--- src/rtl/asbs_pkg.sv ---
`timescale 1ns / 1ps

package asbs_pkg;

	// Flight mode carried by each request. Codes five to seven are unused.
	typedef enum logic [2:0] {
		MODE_STANDBY = 3'd0,
		MODE_ASCENT  = 3'd1,
		MODE_DESCENT = 3'd2,
		MODE_SAFE    = 3'd3,
		MODE_MANUAL  = 3'd4
	} mode_t;

	// Configuration register indexes.
	typedef enum logic [2:0] {
		REG_FLUSH_SECONDS = 3'd0,
		REG_FILL_BAG1     = 3'd1,
		REG_FILL_BAG6     = 3'd6
	} reg_index_t;

	localparam int unsigned BAG_COUNT  = 6;
	localparam int unsigned VALVE_BITS = 6;
	// The highest bag that can really be served: it needs a valve and a fill time.
	localparam int unsigned LAST_BAG   = (BAG_COUNT < VALVE_BITS) ? BAG_COUNT : VALVE_BITS;

	localparam int unsigned SECONDS_W  = 17;
	localparam int unsigned CFG_W      = 8;
	localparam int unsigned BAG_W      = 3;
	localparam int unsigned IN_DATA_W  = 24;
	localparam int unsigned OUT_DATA_W = 16;

	localparam logic [SECONDS_W-1:0] PUMP_SETTLE_SECONDS = 17'd1;
	localparam logic [CFG_W-1:0]     FLUSH_SECONDS_RESET = 8'd10;
	localparam logic [CFG_W-1:0]     FILL_SECONDS_RESET  = 8'd4;
	localparam logic [BAG_W-1:0]     FIRST_BAG           = 3'd1;

endpackage

--- src/rtl/air_sample_bag_sequencer.sv ---
`timescale 1ns / 1ps

// Channel   Direction  Handshake          Payload (lowest bit first)
// s_*       in         s_tvalid/s_tready  cmd[2:0], now_seconds[19:3], in_window[20],
//                                         bag_is_ascent[21], zero fill [23:22]
// m_*       out        m_tvalid/m_tready  pump_on[0], flush_open[1], bag_valves[7:2],
//                                         intake_open[8], current_bag[11:9], zero fill
// wr_*      in         wr_en              wr_index selects the register, wr_data its value
//
// Each request is held in the input register and is applied to the sequencer
// state on the edge that moves it on; the updated state is the result, and
// m_tvalid rises with it. One request per cycle is sustained while m_tready
// allows it, set by the single compare-and-update path after the input register.
// Reset clears the valves, the pump, the intake and the valid flags and loads the
// default flush and fill times; bag one is served first.
// A stall on m_tready holds the result and the state; the input register still
// takes one more request, and s_tready falls only once that register is full too.

module air_sample_bag_sequencer (
	input  logic                              clk,
	input  logic                              arst_n,
	input  logic                              wr_en,
	input  logic [2:0]                        wr_index,
	input  logic [7:0]                        wr_data,
	input  logic                              s_tvalid,
	output logic                              s_tready,
	// cmd[2:0], now_seconds[19:3], in_window[20], bag_is_ascent[21], zeros[23:22]
	input  logic [asbs_pkg::IN_DATA_W-1:0]    s_tdata,
	output logic                              m_tvalid,
	input  logic                              m_tready,
	// pump_on[0], flush_open[1], bag_valves[7:2], intake_open[8], current_bag[11:9], zeros
	output logic [asbs_pkg::OUT_DATA_W-1:0]   m_tdata
);

	localparam int unsigned SW = asbs_pkg::SECONDS_W;
	localparam int unsigned VB = asbs_pkg::VALVE_BITS;

	// Configuration registers.
	logic [asbs_pkg::CFG_W-1:0] flush_seconds_q;
	logic [asbs_pkg::CFG_W-1:0] fill_seconds_q [VB];

	// Input register stage.
	logic                valid_s1;
	asbs_pkg::mode_t     cmd_s1;
	logic [SW-1:0]       now_s1;
	logic                in_window_s1;
	logic                bag_is_ascent_s1;

	// Sequencer state; it is also the result that m_tdata shows.
	logic                      out_valid_q;
	logic                      pump_q, flush_q, intake_q;
	logic [VB-1:0]             valves_q;
	logic [asbs_pkg::BAG_W-1:0] bag_q;
	logic [SW-1:0]             pump_start_q, flush_start_q, bag_start_q;

	logic                      pump_d, flush_d, intake_d;
	logic [VB-1:0]             valves_d;
	logic [asbs_pkg::BAG_W-1:0] bag_d;
	logic [SW-1:0]             pump_start_d, flush_start_d, bag_start_d;

	logic                      move;
	logic                      bags_remain, do_advance, descent, bag_open;
	logic [asbs_pkg::BAG_W-1:0] idx;
	logic [VB-1:0]             bag_bit;
	logic [asbs_pkg::CFG_W-1:0] fill_sel;
	logic [SW:0]               now_ext;

	// The request in the input register is applied when the result slot is free
	// or is being emptied in this cycle.
	assign move     = valid_s1 && (!out_valid_q || m_tready);
	assign s_tready = !valid_s1 || move;

	assign m_tvalid = out_valid_q;
	assign m_tdata  = {4'b0000, bag_q, intake_q, valves_q, flush_q, pump_q};

	// Configuration writes; an index beyond the last fill register is dropped.
	always_ff @(posedge clk or negedge arst_n) begin
		if (!arst_n) begin
			flush_seconds_q <= asbs_pkg::FLUSH_SECONDS_RESET;
			for (int i = 0; i < VB; i++) begin
				fill_seconds_q[i] <= asbs_pkg::FILL_SECONDS_RESET;
			end
		end else if (wr_en) begin
			if (wr_index == asbs_pkg::REG_FLUSH_SECONDS) begin
				flush_seconds_q <= wr_data;
			end else if (wr_index <= asbs_pkg::REG_FILL_BAG6) begin
				for (int i = 0; i < VB; i++) begin
					if (wr_index == 3'(i) + asbs_pkg::REG_FILL_BAG1) begin
						fill_seconds_q[i] <= wr_data;
					end
				end
			end
		end
	end

	// Input register.
	always_ff @(posedge clk or negedge arst_n) begin
		if (!arst_n) begin
			valid_s1 <= 1'b0;
		end else if (s_tready) begin
			valid_s1 <= s_tvalid;
		end
	end

	always_ff @(posedge clk) begin
		if (s_tvalid && s_tready) begin
			cmd_s1           <= asbs_pkg::mode_t'(s_tdata[2:0]);
			now_s1           <= s_tdata[19:3];
			in_window_s1     <= s_tdata[20];
			bag_is_ascent_s1 <= s_tdata[21];
		end
	end

	// Sequencer step for the request in the input register.
	always_comb begin
		pump_d        = pump_q;
		flush_d       = flush_q;
		intake_d      = intake_q;
		valves_d      = valves_q;
		bag_d         = bag_q;
		pump_start_d  = pump_start_q;
		flush_start_d = flush_start_q;
		bag_start_d   = bag_start_q;

		bags_remain = (bag_q >= asbs_pkg::FIRST_BAG) &&
			(bag_q <= asbs_pkg::BAG_W'(asbs_pkg::LAST_BAG));
		idx     = bag_q - asbs_pkg::FIRST_BAG;
		bag_bit = VB'(1) << idx;
		bag_open = |(valves_q & bag_bit);
		now_ext = {1'b0, now_s1};

		fill_sel = '0;
		for (int i = 0; i < VB; i++) begin
			if (idx == asbs_pkg::BAG_W'(i)) begin
				fill_sel = fill_seconds_q[i];
			end
		end

		descent    = 1'b0;
		do_advance = 1'b0;
		case (cmd_s1)
			asbs_pkg::MODE_ASCENT: begin
				if (bag_is_ascent_s1 && bags_remain) begin
					intake_d   = 1'b1;
					do_advance = 1'b1;
				end
			end
			asbs_pkg::MODE_DESCENT: begin
				descent    = 1'b1;
				do_advance = !bag_is_ascent_s1 && bags_remain;
			end
			asbs_pkg::MODE_SAFE: begin
				intake_d = 1'b0;
				pump_d   = 1'b0;
				valves_d = '0;
			end
			default: begin
			end
		endcase

		if (do_advance) begin
			if (!in_window_s1) begin
				// In descent a closing window ends the open bag early.
				if (descent && bag_open) begin
					valves_d = valves_q & ~bag_bit;
					pump_d   = 1'b0;
					bag_d    = bag_q + 3'd1;
				end
			end else if (bag_open) begin
				if (now_ext > {1'b0, bag_start_q} + (SW+1)'(fill_sel)) begin
					valves_d = valves_q & ~bag_bit;
					pump_d   = 1'b0;
					bag_d    = bag_q + 3'd1;
				end
			end else if (!pump_q) begin
				pump_d       = 1'b1;
				pump_start_d = now_s1;
			end else if (now_ext >
					{1'b0, pump_start_q} + {1'b0, asbs_pkg::PUMP_SETTLE_SECONDS}) begin
				if (!flush_q) begin
					flush_d       = 1'b1;
					flush_start_d = now_s1;
				end else if (now_ext > {1'b0, flush_start_q} + (SW+1)'(flush_seconds_q)) begin
					flush_d     = 1'b0;
					valves_d    = valves_q | bag_bit;
					bag_start_d = now_s1;
				end
			end
		end
	end

	always_ff @(posedge clk or negedge arst_n) begin
		if (!arst_n) begin
			out_valid_q   <= 1'b0;
			pump_q        <= 1'b0;
			flush_q       <= 1'b0;
			intake_q      <= 1'b0;
			valves_q      <= '0;
			bag_q         <= asbs_pkg::FIRST_BAG;
			pump_start_q  <= '0;
			flush_start_q <= '0;
			bag_start_q   <= '0;
		end else begin
			if (move) begin
				out_valid_q   <= 1'b1;
				pump_q        <= pump_d;
				flush_q       <= flush_d;
				intake_q      <= intake_d;
				valves_q      <= valves_d;
				bag_q         <= bag_d;
				pump_start_q  <= pump_start_d;
				flush_start_q <= flush_start_d;
				bag_start_q   <= bag_start_d;
			end else if (m_tready) begin
				out_valid_q <= 1'b0;
			end
		end
	end

endmodule

--- config.mk ---
export PLATFORM = sky130hd
export DESIGN_NAME = air_sample_bag_sequencer
export DESIGN_NICKNAME = d
export VERILOG_FILES = /design/src/rtl/asbs_pkg.sv /design/src/rtl/air_sample_bag_sequencer.sv
export SDC_FILE = /design/constraint.sdc
export NUM_CORES = 1
export LEC_CHECK = 0
export ABC_AREA = 0
export BUFFER_PORTS_ARGS = -buffer_cell sky130_fd_sc_hd__buf_2
export CAP_MARGIN = 20
export CELL_PAD_IN_SITES_DETAIL_PLACEMENT = 0
export CELL_PAD_IN_SITES_GLOBAL_PLACEMENT = 2
export CORE_MARGIN = 2
export CORE_UTILIZATION = 37
export DETAILED_ROUTE_END_ITERATION = 16
export PLACE_DENSITY_LB_ADDON = 0.1
export SYNTH_ARGS = -nofsm -noshare
export SYNTH_HDL_FRONTEND = slang
export SYNTH_SLANG_ARGS = --single-unit
--- constraint.sdc ---
create_clock -name clk -period 5.81 [get_ports clk]
set_input_delay 0.2905 -clock clk [delete_from_list [all_inputs] [get_ports clk]]
set_output_delay 0.2905 -clock clk [all_outputs]
set_load 0.01 [all_outputs]
After elaboration in Yosys (flattened, before gate mapping)
Cells that the tools add are included.
{"block": "word_totals", "regBits": 143, "out_inout_bits": 18}
{"block": "op_classes", "n_addsub": 5, "magnitude_cmp": 6, "eq_ne": 17, "n_shift": 1, "n_mux": 36, "n_bitwise": 8, "reduce_logical": 30}
{"cell": "two-way mux 6 bit", "count": 10}
{"cell": "greater-than comparator 17 x 18 -> 1 bit", "count": 3}
{"cell": "two-way mux 8 bit", "count": 6}
{"cell": "adder 17 x 8 -> 18 bit", "count": 2}
{"cell": "AND reduction 4 bit", "count": 6}
{"cell": "adder 17 x 1 -> 18 bit (second input constant)", "count": 1}
{"cell": "equality test 3 x 2 -> 1 bit (second input constant)", "count": 6}
{"cell": "equality test 3 bit (second input constant)", "count": 5}
{"cell": "two-way mux 1 bit", "count": 14}
{"cell": "bitwise AND 6 bit", "count": 2}
{"cell": "two-way mux 3 bit", "count": 4}
{"cell": "AND reduction 5 bit", "count": 2}
{"cell": "equality test 3 x 1 -> 1 bit (second input constant)", "count": 3}
{"cell": "AND reduction 8 bit", "count": 1}
{"cell": "AND reduction 7 bit", "count": 1}
{"cell": "<= comparator 3 bit (second input constant)", "count": 2}
{"cell": "logical AND 1 bit", "count": 6}
{"cell": "logical NOT 3 bit", "count": 2}
{"cell": "NOT 6 bit", "count": 1}
{"cell": "OR 6 bit", "count": 1}
{"cell": "AND reduction 6 bit", "count": 1}
{"cell": "nonzero test 2 bit", "count": 3}
{"cell": "OR reduction 6 bit", "count": 1}
{"cell": "<< shifter 1 x 3 -> 6 bit (first input constant)", "count": 1}
{"cell": "11 further kinds", "count": 19}

Logic depth before layout (Yosys ltp)
Gate-level depths: netlist (run 1).
{"block": "logic_depth", "word_depth": 14, "mapped_depth": 28, "depth_no_buf": 27}

Worst setup path before layout (run 1)
OpenSTA, ideal clock, no wires.
{"block": "synth_timing", "path_kind": "register to register", "start": "register bag_q[0] (netlist bit)", "end": "register bag_q[1] (netlist bit)", "setup_ns": 0.125, "t_arrival_ns": 5.967, "required_ns": 5.685, "setup_slack_ns": -0.282, "stages_incl_launch_ff": 29, "synth_period_minus_slack_ns": 6.092, "path_cell_list": "dfstp_2 -> inv_1 -> ha_1 -> xnor2_1 -> clkbuf_1 -> clkbuf_1 -> nand2_1 -> nor2_1 -> nor3_1 -> a221oi_1 -> a21oi_1 -> ha_1 -> fa_1 -> a21o_1 -> a21oi_1 -> o21bai_1 -> a21oi_1 -> nor2b_1 -> o21a_1 -> nor2_1 -> xor2_1 -> ha_1 -> nand4_1 -> nor3_1 -> o41ai_1 -> a31o_2 -> o32a_1 -> nor2_1 -> mux2_2"}
{"block": "synth_between", "elab_chain_len": 12, "word_cells_on_any_way": 35}
{"item": "from (decl)", "line": "air_sample_bag_sequencer.sv:53", "text": "logic [asbs_pkg::BAG_W-1:0] bag_q;"}
{"item": "from (signal assigned)", "line": "air_sample_bag_sequencer.sv:199", "text": "bag_q <= asbs_pkg::FIRST_BAG;"}
{"item": "from (signal assigned)", "line": "air_sample_bag_sequencer.sv:210", "text": "bag_q <= bag_d;"}
{"item": "subtractor 3 x 1 -> 3 bit *", "line": "air_sample_bag_sequencer.sv:127", "text": "idx = bag_q - asbs_pkg::FIRST_BAG;"}
{"item": "net idx, one bit", "line": "air_sample_bag_sequencer.sv:63", "text": "logic [asbs_pkg::BAG_W-1:0] idx;"}
{"item": "logical NOT 3 bit", "line": "air_sample_bag_sequencer.sv:134", "text": "if (idx == asbs_pkg::BAG_W'(i)) begin"}
{"item": "two-way mux 8 bit (6 in series)", "line": "air_sample_bag_sequencer.sv:134"}
{"item": "adder 17 x 8 -> 18 bit", "line": "air_sample_bag_sequencer.sv:170", "text": "if (now_ext > {1'b0, bag_start_q} + (SW+1)'(fill_sel)) begin"}
{"item": "greater-than comparator 17 x 18 -> 1 bit", "line": "air_sample_bag_sequencer.sv:170"}
{"item": "inequality test 2 x 1 -> 1 bit (no line)"}
{"item": "AND reduction 5 bit (no line) *"}
Mark *: on every way through the listed nets, which the timed path passes. The rest lies on a longest branch. The select of a mux whose other input is x is not followed.
A chain may end at the register's enable or synchronous reset.

Final worst setup path (run 1)
Same ends and word-level chain as after synthesis.

==> results of run 1 <==
==> registers in the layout, indices dropped and copies added, names as in the netlist <==
| signal | flops |
|---|---|
| flush_start_q | 17 |
| pump_start_q | 17 |
| bag_start_q | 17 |
| flush_seconds_q | 8 |
| m_tvalid | 1 |
| now_s1 | 17 |
| pump_q | 1 |
| valid_s1 | 1 |
| in_window_s1 | 1 |
| intake_q | 1 |
| cmd_s1 | 3 |
| bag_is_ascent_s1 | 1 |
| bag_q | 3 |
| valves_q | 6 |
| fill_seconds_q | 48 |
| flush_q | 1 |
==> cell usage after synthesis (9+ instances only) <==
| library cell | number | area, um^2 |
|---|---|---|
| xnor2_1 | 22 | 192.7 |
| ha_1 | 74 | 925.9 |
| clkbuf_1 | 12 | 45.04 |
| mux2_1 | 10 | 112.6 |
| a221oi_1 | 9 | 78.83 |
| mux2_2 | 96 | 1081 |
| o211ai_1 | 10 | 75.07 |
| nand2_1 | 40 | 150.1 |
| edfxtp_1 | 22 | 660.6 |
| o21ai_0 | 28 | 140.1 |
| inv_1 | 17 | 63.81 |
| nand2b_1 | 11 | 68.82 |
| dfrtp_1 | 112 | 2803 |
| xor2_1 | 25 | 219.0 |
| nand4_1 | 16 | 100.1 |
| a21oi_1 | 36 | 180.2 |
| dfstp_2 | 9 | 236.5 |
| nand3_1 | 15 | 75.07 |
| nor2_1 | 61 | 229.0 |
| nor3_1 | 23 | 115.1 |
==> final timing paths <==
| path | from | depth (start not counted) | end | slack [ns] |
|---|---|---|---|---|
| min in group asynchronous | arst_n | 2 | valves_q[3] | 0.51 |
| worst min register to register | bag_start_q[6] | 1 | bag_start_q[6] | 0.50 |
| worst max register to register | bag_q[0] | 26 | bag_q[1] | 0.24 |
| worst min-delay path | s_tdata[2] | 1 | cmd_s1[2] | 0.04 |
| max in group asynchronous | arst_n | 3 | pump_start_q[5] | 4.00 |
| worst max-delay path | bag_q[0] | 26 | bag_q[1] | 0.24 |
==> worst max-delay path: stages, from the launching register on <==
cell and delay (ns):
dfstp_2 0.54, inv_2 0.05, ha_4 0.17, xnor2_4 0.18
buf_6 0.15, a222oi_1 0.40, nor3_2 0.10, a221oi_2 0.21
a21oi_2 0.10, ha_2 0.20, fa_2 0.34, a21o_1 0.17
a21oi_2 0.13, o21bai_1 0.09, a21oi_2 0.17, nor2b_1 0.06
o21a_2 0.25, o211ai_1 0.21, xor2_1 0.10, ha_2 0.33
nand4_1 0.09, nor2_2 0.15, o41ai_1 0.09, a31o_2 0.26
o32a_1 0.44, nor2_2 0.14, mux2_2 0.34
==> per-layer routing <==
layer  vias to the layer above  track usage, %
met5                         -               0
met4                         0           4.893
met3                        17           3.203
met2                        78           31.31
met1                      3095           22.66
li1                       2981               -
==> per-stage QoR <==
stage | total power (W) | std cells | setup WS (ns) | setup TNS, ns
6_report | 0.003435 | 1142 | 0.2383 | 0
5_1_grt | 0.003674 | 1142 | -0.1464 | -0.8134
4_1_cts | 0.003471 | 1138 | 0.05179 | 0
3_5_place_dp | 0.002271 | 1105 | -0.1436 | -0.5471
3_3_place_gp | 0.002235 | 1102 | -0.04944 | -0.1452
2_1_floorplan | 0.002001 | 760 | 0.006530 | 0
==> area by class of cell <==
class	count	area [um^2]
Clock buffer	18	450.4
Clock inverter	14	182.7
Fill cell	2149	12540
Inverter	17	63.81
Multi-Input combinational cell	575	4698
Sequential cell	143	3700
Tap cell	285	356.6
Timing Repair Buffer	90	581.8
==> report_power, final <==
part	internal [W]	switching, W	total [W]
Clock	0.000683	0.000491	0.00117
Sequential	0.00121	0.000164	0.00138
Combinational	0.000436	0.000450	0.000885
==> kinds of logic (layout without fill, tap and decap cells) <==
kind of cell | Yosys count | after routing
simple gates | 203 | 203
flops | 143 | 143
compound gates | 137 | 137
mux | 108 | 108
fa+ha+maj | 76 | 76
xor+xnor | 47 | 47
buf+inv | 42 | 139
other cells | 1 | 4
==> repair_timing <==
action                                  CTS  global route
pin swaps                                 2            17
hold buffers                              1             0
endpoints found under the setup margin    7            10
hold endpoints to repair                  4             0
gates resized for setup                   4            22
setup buffers                             0             3
==> results.cfg, run 1 <==
[outcome]
status = finished clean

[setup_path]
startpoint_type = flip-flop
worstPathRequired_ns = 6.12
crit_type = reg2reg
cp_max_fo = 8
worstPathArrival_ns = 5.88
cp-end-kind = flip-flop

[detailed_routing]
top_layer_used = met4
wl_met3_um = 561
routed-via-count = 6171
drt-pass1-iter-count = 6
routedWlPerCell_um = 18.06
met2_length_mm = 10.55
drc = 0
viasPerCell = 5.404
drt_iter0_drc = 377
wirelength_met1_mm = 9.276
ant_nets = 0
wl_mm = 20.62

[placement]
gp_congestion = 0.8081
hpwlAfterDp_mm = 15.69
dpl_cell_area_um2 = 9243
port_buffers = 51

[layout]
final_common_cell = dfrtp_1
final_core_util_pct = 44.45
syn_to_final_growth_pct = 18.41
diodes = 0
drive_gt1_share_pct = 30.57
fin_area_um2 = 10030
layout_common_cells = dfrtp_1 (112), mux2_2 (96), ha_1 (71)
final_nets = 960

[yosys]
synth_edf_count = 22
synth_cell_types = 66
synth_async_sr_flop_share_pct = 84.62
synth-simple-area-share_pct = 12.06
ys_ff_latch = 143
synth-compound-area-share_pct = 11.28
post_synth_inst_count = 757
synth_area_um2 = 8473
yosys_warnings = 0
synth-main-ff-cell = dfrtp_1
synth_top_family_by_area = multiplexers
yosysSeqAreaShare_pct = 43.67
synthAdderAreaFrac_pct = 11.40
muxShareOfSynthArea_pct = 14.38
synth_xor_xnor_area_share_pct = 4.858
syn_area_per_cell_um2 = 11.19

[clocking]
clockRootBuffer = clkbuf_16
cts.sinks = 143
clk_latency_ns = 0.43
clockBufferDepth = 2
htreeDepth = 4
tritoncts = yes
path_clk_slew_ns = 0.07
cts_buffers = 17

[sta]
setup_viol_count_final = 0
rsz0062_at_grt = yes
hold_viol_final = 0
skew_ns = 0.01189
fmax_mhz = 179.5
relSlewSlack_pct = 41.43
period_minus_slack_ns = 5.572
holdWs_ns = 0.03557
drv_slew = 0
worstMarginPinSlew_ns = 0.8757
period_share_pct = 95.90

[power]
p_leak_nw = 4.358
ir_worst_vdd_v = 0.0001708
power_density_nw_per_um2 = 342.4

[die]
initial_core_util_pct = 37.54
rows = 55
pin_count = 58
die_area_um2 = 24130
die_w_um = 155.3
core-area_um2 = 22570
die_h_um = 155.3

[global_routing]
grt_pass1_vias = 6390
grt_use_total_pct = 17.86
grt_pass1_wl_mm = 33.69
grt_max_degree = 66
antenna_found_initial = 0
globalRouteOverflowTotal = 0

[hold_path]
holdCritPathClass = in2reg

[run]
cap_violations = 0
(Power assumes the default switching activity.)
==> inputs of run 2 (changes only) <==
Settings changed: ABC_AREA 0 to 1, CORE_UTILIZATION 37 to 34.
==> run 2 against run 1 <==
The flow now finishes with violations (DRC); worst hold slack improved by 0.00097 ns; non-clock buffer count fell by 28; largest power group is now combinational cells; cell count rose by 32%; global-route usage fell by 0.30 points; synthesized cell count rose by 46%; via count rose by 16%; sequential share of layout area fell by 0.99 points.
==> results.cfg, run 2 <==
[placement]
gp_congestion = 0.7734
post-place-cells = 1469
dp_slack_ns = 0.2086
hpwlAfterDp_mm = 17.95
port_buffers = 51

[global_routing]
antenna_found_initial = 0
grt_use_total_pct = 17.56
globalRouteOverflowTotal = 0
grt_pass1_vias = 7248
grt_pass1_wl_mm = 38.79
grt_max_degree = 50

[layout]
top_register = fill_seconds_q
final_nets = 1271
syn_to_final_growth_pct = 13.44
largest_reg_flops = 48
final_core_util_pct = 39.45
n_fill_cell = 2773
layout_common_cells = nand2_1 (319), dfrtp_1 (112), inv_1 (97)
final_common_cell = nand2_1
diodes = 0
drive_gt1_share_pct = 16.27
layoutNonFillerInstCount = 1503

[outcome]
violations = DRC
status = finished, violations left

[yosys]
synth_top_family_by_area = simple AND/OR/NAND/NOR gates
synth_cell_types = 50
synth_area_um2 = 9089
synthAdderAreaFrac_pct = 10.63
synth_xor_xnor_area_share_pct = 4.336
synth_top_cell_area_share_pct = 30.84
synth_top_area_cell = dfrtp_1
yosysMostFrequentCell = nand2_1
ys_ff_latch = 143
yosys_warnings = 0
synth-simple-area-share_pct = 23.58
muxShareOfSynthArea_pct = 0
synth_edf_count = 22
synth_async_sr_flop_share_pct = 84.62
yosysSeqAreaShare_pct = 40.71
synth_top_cells_by_count = nand2_1 (321), dfrtp_1 (112), inv_1 (98)
syn_area_per_cell_um2 = 8.240
synth-main-ff-cell = dfrtp_1
synth-compound-area-share_pct = 13.82
post_synth_inst_count = 1103
synth_area_leaders = dfrtp_1 (31%), nand2_1 (13%), ha_1 (10%)

[die]
die_w_um = 167.5
die_h_um = 167.5
rows = 59
die_area_um2 = 28050
pin_count = 58
initial_core_util_pct = 34.78
core-area_um2 = 26130

[setup_path]
slowest_stage = dfstp_2
cp_common_cell = nand2_1
cp_max_fo = 14
cp-end-kind = flip-flop
worstPathArrival_ns = 5.55
worst_path_largest_cell_delay_ns = 0.60
crit_type = reg2reg
startpoint_type = flip-flop
worstPathRequired_ns = 6.12

[detailed_routing]
ant_nets = 0
wl_mm = 23.43
routedWlPerCell_um = 15.59
wl_met3_um = 548
drc = 2
viasPerCell = 4.780
routed-via-count = 7185
top_layer_used = met4
drt-pass1-iter-count = 11
drt_iter0_drc = 359
met2_length_mm = 11.07
wirelength_met1_mm = 11.67

[sta]
rsz0062_at_grt = no
relSlewSlack_pct = 36.60
setup_viol_count_final = 0
skew_ns = 0.02186
period_share_pct = 90.12
hold_viol_final = 0
setup_ws_ns = 0.5739
tns_ns = 0
fmax_mhz = 191.0
period_minus_slack_ns = 5.236
drv_slew = 0
worstMarginPinSlew_ns = 0.9437

[power]
p_leak_nw = 4.895
p_sw_share_pct = 42.06
p_sw_w = 0.001776
pwr-share-comb_pct = 40.7
ir_worst_vdd_v = 0.0002706
p_seq_share_pct = 33.2
p_clk_share_pct = 26.0
internal-power_w = 0.002446
finalPower_w = 0.004222
power_density_nw_per_um2 = 409.5

[clocking]
clk_latency_ns = 0.44
clockRootBuffer = clkbuf_16
cts.sinks = 143
htreeDepth = 4
tritoncts = yes
clockBufferDepth = 2
path_clk_slew_ns = 0.07
cts_buffers = 17

[hold_path]
holdCritPathClass = in2reg

[run]
cap_violations = 0
run 2: cell count changes in the layout (fill, tap and decap cells not counted), moves of 14 or more:
cell / before / now
buf_4: 33 / 10
inv_1: 16 / 97
mux2_2: 96 / 0
nand2_1: 38 / 319
nand3_1: 15 / 45
o21ai_0: 25 / 85
o21ai_1: 3 / 17
o21ai_2: 1 / 35
run 2: layer usage:
metal,global-route usage [%],up-vias
met5,0,-
met4,3.516,0
met1,24.25,3335
met3,2.718,9
met2,29.32,86
li1,-,3755
run 2: timing repair:
item | 4_1_cts | 5_1_grt
setup endpoints to repair | 0 | 10
setup buffers | 0 | 0
hold endpoints to repair | 26 | 0
hold buffers | 1 | 0
resized for setup | 0 | 15
run 2: critical path, delay by kind of cell (launching register included):
family | cells | cell delay (ns)
AOI/OAI and AO/OA | 5 | 0.68
xor gates and xnor gates | 1 | 0.16
adders and majority gates | 4 | 0.96
buffers and inverters | 4 | 0.49
DFF | 1 | 0.60
and+or+nand+nor | 24 | 2.22
run 2: cells by family after synthesis:
logic type / after synthesis
compound gates: 210
xor+xnor: 45
fa+ha+maj: 76
buf+inv: 138
flops: 143
other cells: 1
simple gates: 490
run 2: final cells by class:
type	count	area [um^2]	area share [%]
Multi-Input combinational cell	825	4832	46.87
Sequential cell	143	3700	35.89
Clock buffer	17	425.4	4.126
Timing Repair Buffer	62	362.8	3.519
Clock inverter	15	160.2	1.553
Inverter	106	410.4	3.981
Tap cell	335	419.2	4.066
run 2: per-stage QoR:
step	hold WS, ns	area, um^2
after detailed placement	0.2560	9627
after global routing	0.01034	10310
after floorplan	-0.005091	9100
after CTS	0.01474	10220
final	0.03654	10310
after global placement	0.2595	9627
run 2: power groups by stage:
| stage | logic, W | clock network, W | registers (W) |
|---|---|---|---|
| final | 0.00172 | 0.00110 | 0.00140 |
| after global routing | 0.00201 | 0.00118 | 0.00144 |
| after CTS | 0.00173 | 0.00114 | 0.00141 |
| after detailed placement | 0.00172 | 0 | 0.00142 |
| after global placement | 0.00172 | 0 | 0.00143 |
| after floorplan | 0.00128 | 0 | 0.00138 |
run 2: final timing paths:
| kind | slack [ns] | end | cells past startpoint | startpoint |
|---|---|---|---|---|
| setup / recovery | 0.57 | valves_q[0] | 38 | bag_q[0] |
| hold / removal | 0.04 | now_s1[9] | 1 | s_tdata[12] |
| setup reg to reg | 0.57 | valves_q[0] | 38 | bag_q[0] |
| hold reg to reg | 0.48 | fill_seconds_q[17] | 2 | fill_seconds_q[17] |
| max in group asynchronous | 4.45 | flush_start_q[12] | 3 | arst_n |
| min in group asynchronous | 0.31 | fill_seconds_q[35] | 2 | arst_n |
==> inputs of run 3 (changes only) <==
Settings changed: CORE_UTILIZATION 34 to 40.
Clock period 5.81 ns to 6.5 ns, I/O delays scaled along.
==> run 3 against run 2 <==
The flow finishes with violations (hold timing); count of clock-buffer cells in the layout increased by 3; die area decreased by 15%; clock power decreased by 15%; worst hold slack got worse by 0.055 ns; critical path type unchanged; sequential power decreased by 10%; register-to-register slack improved by 0.21 ns; global-route usage increased by 1.8 points; total power decreased by 13%; largest cell class unchanged.
==> results.cfg, run 3 (synthesis results as in run 2) <==
[outcome]
status = finished, violations left
violations = hold timing

[setup_path]
worstPathRequired_ns = 6.82
r2r-end = bag_q[2]
startpoint_type = flip-flop
reg2reg_from = bag_q[0]
rr_worst_depth = 35
r2r_slack_ns = 0.78
crit_type = reg2reg
worstPathArrival_ns = 6.03
worst_path_largest_cell_delay_ns = 0.59
cp_common_cell = nand2_1
slowest_stage = dfstp_2
cp_max_fo = 14
cp-end-kind = flip-flop

[hold_path]
holdCritPathClass = in2async

[layout]
top_register = fill_seconds_q
final_core_util_pct = 44.84
final_common_cell = nand2_1
syn_to_final_growth_pct = 11.03
drive_gt1_share_pct = 14.93
diodes = 0
n_fill_cell = 2313
largest_reg_flops = 48
final_nets = 1262
layout_common_cells = nand2_1 (321), dfrtp_1 (112), inv_1 (98)

[global_routing]
grt_use_total_pct = 19.35
grt_max_degree = 63
grt_pass1_wl_mm = 36.26
antenna_found_initial = 0
globalRouteOverflowTotal = 0
grt_pass1_vias = 6964

[power]
ir_worst_vdd_v = 0.0002166
power_density_nw_per_um2 = 364.2
p_leak_nw = 4.828

[detailed_routing]
drt-pass1-iter-count = 5
drc = 0
wl_mm = 21.77
drt_iter0_drc = 313
routedWlPerCell_um = 15.07
ant_nets = 0
viasPerCell = 4.891
routed-via-count = 7062

[sta]
skew_ns = 0.01140
period_share_pct = 87.96
rsz0062_at_grt = no
fmax_mhz = 174.9
hold_viol_final = 8
setup_viol_count_final = 0
tns_ns = 0
drv_slew = 0
relSlewSlack_pct = 32.50
period_minus_slack_ns = 5.717
worstMarginPinSlew_ns = 1.011
holdWs_ns = -0.01814

[clocking]
htreeDepth = 4
cts_buffers = 17
path_clk_slew_ns = 0.07
clk_latency_ns = 0.43
clockBufferDepth = 2
cts.sinks = 143
tritoncts = yes
clockRootBuffer = clkbuf_16

[die]
rows = 55
core-area_um2 = 22500
die_h_um = 154.7
die_w_um = 154.7
pin_count = 58
die_area_um2 = 23940
initial_core_util_pct = 40.39

[placement]
port_buffers = 51
hpwlAfterDp_mm = 16.72
gp_congestion = 0.8108

[run]
cap_violations = 0
==> run 3: changes by cell type in the layout (fill, tap and decap cells not counted), moves of 2 or more <==
cell      change
inv_8         -5
clkinv_4      +3
clkinv_2      +2
nand2_1       +2
nor3_2        -2
nor3_1        +2
buf_4         -7
clkinv_8      -2
==> run 3: where the power goes <==
part	switching, W	total (W)	internal, W
clock network	0.000408	0.000939	0.000530
registers	0.000168	0.00126	0.00109
logic	0.000925	0.00148	0.000553
total	0.00150	0.00368	0.00217
==> run 3: layer usage <==
metal  vias up  track usage [%]  share of wire (%)
met3        13            3.334                2.2
met5         -                0                  0
met1      3257            26.41                 50
met4         0            4.850               0.93
li1       3730                -                  -
met2        62            32.06                 47
==> run 3: repair_timing <==
action                                  CTS  global route
resized for setup                         0             2
hold buffers                              0             0
buffers inserted                          0             0
endpoints found under the hold margin     0             0
endpoints found under the setup margin    0             5
==> run 3: worst max-delay path: cells and delay by family (launching register included) <==
family	cells	cell delay, ns
xor gates and xnor gates	2	0.29
buffers and inverters	4	0.49
and+or+nand+nor	19	2.28
DFF	1	0.59
AOI/OAI and AO/OA	6	0.89
adders and majority gates	4	1.07
==> run 3: how the worst max path moves through the flow <==
stage	startpoint	to	slack [ns]	cells after the start
3_3_place_gp	bag_q[0]	bag_q[2]	0.66	35
5_1_grt	bag_q[0]	valves_q[1]	0.1	38
6_report	bag_q[0]	bag_q[2]	0.78	35
2_1_floorplan	bag_q[0]	bag_q[2]	1.80	35
3_5_place_dp	bag_q[0]	bag_q[2]	0.59	35
4_1_cts	bag_q[0]	bag_q[2]	0.57	35
==> run 3: layout make-up <==
cell class                 count  area [um^2]  share of cell area, %
timing repair buffer          53        272.8                  2.703
clock inverter                12        98.84                 0.9795
multi-input combinational    825         4787                  47.44
tap                          285        356.6                  3.534
clock buffer                  20        467.9                  4.637
inverter                     106        407.9                  4.042
sequential                   143         3700                  36.66
==> run 3: per-stage QoR <==
| step | setup WS, ns | cells | power, W | cell area (um^2) |
|---|---|---|---|---|
| 6_report | 0.7829 | 1444 | 0.003675 | 10090 |
| 3_5_place_dp | 0.5896 | 1412 | 0.002773 | 9512 |
| 2_1_floorplan | 1.798 | 1106 | 0.002372 | 9100 |
| 3_3_place_gp | 0.6607 | 1412 | 0.002769 | 9512 |
| 4_1_cts | 0.5744 | 1444 | 0.003739 | 10080 |
| 5_1_grt | 0.09596 | 1444 | 0.004022 | 10090 |
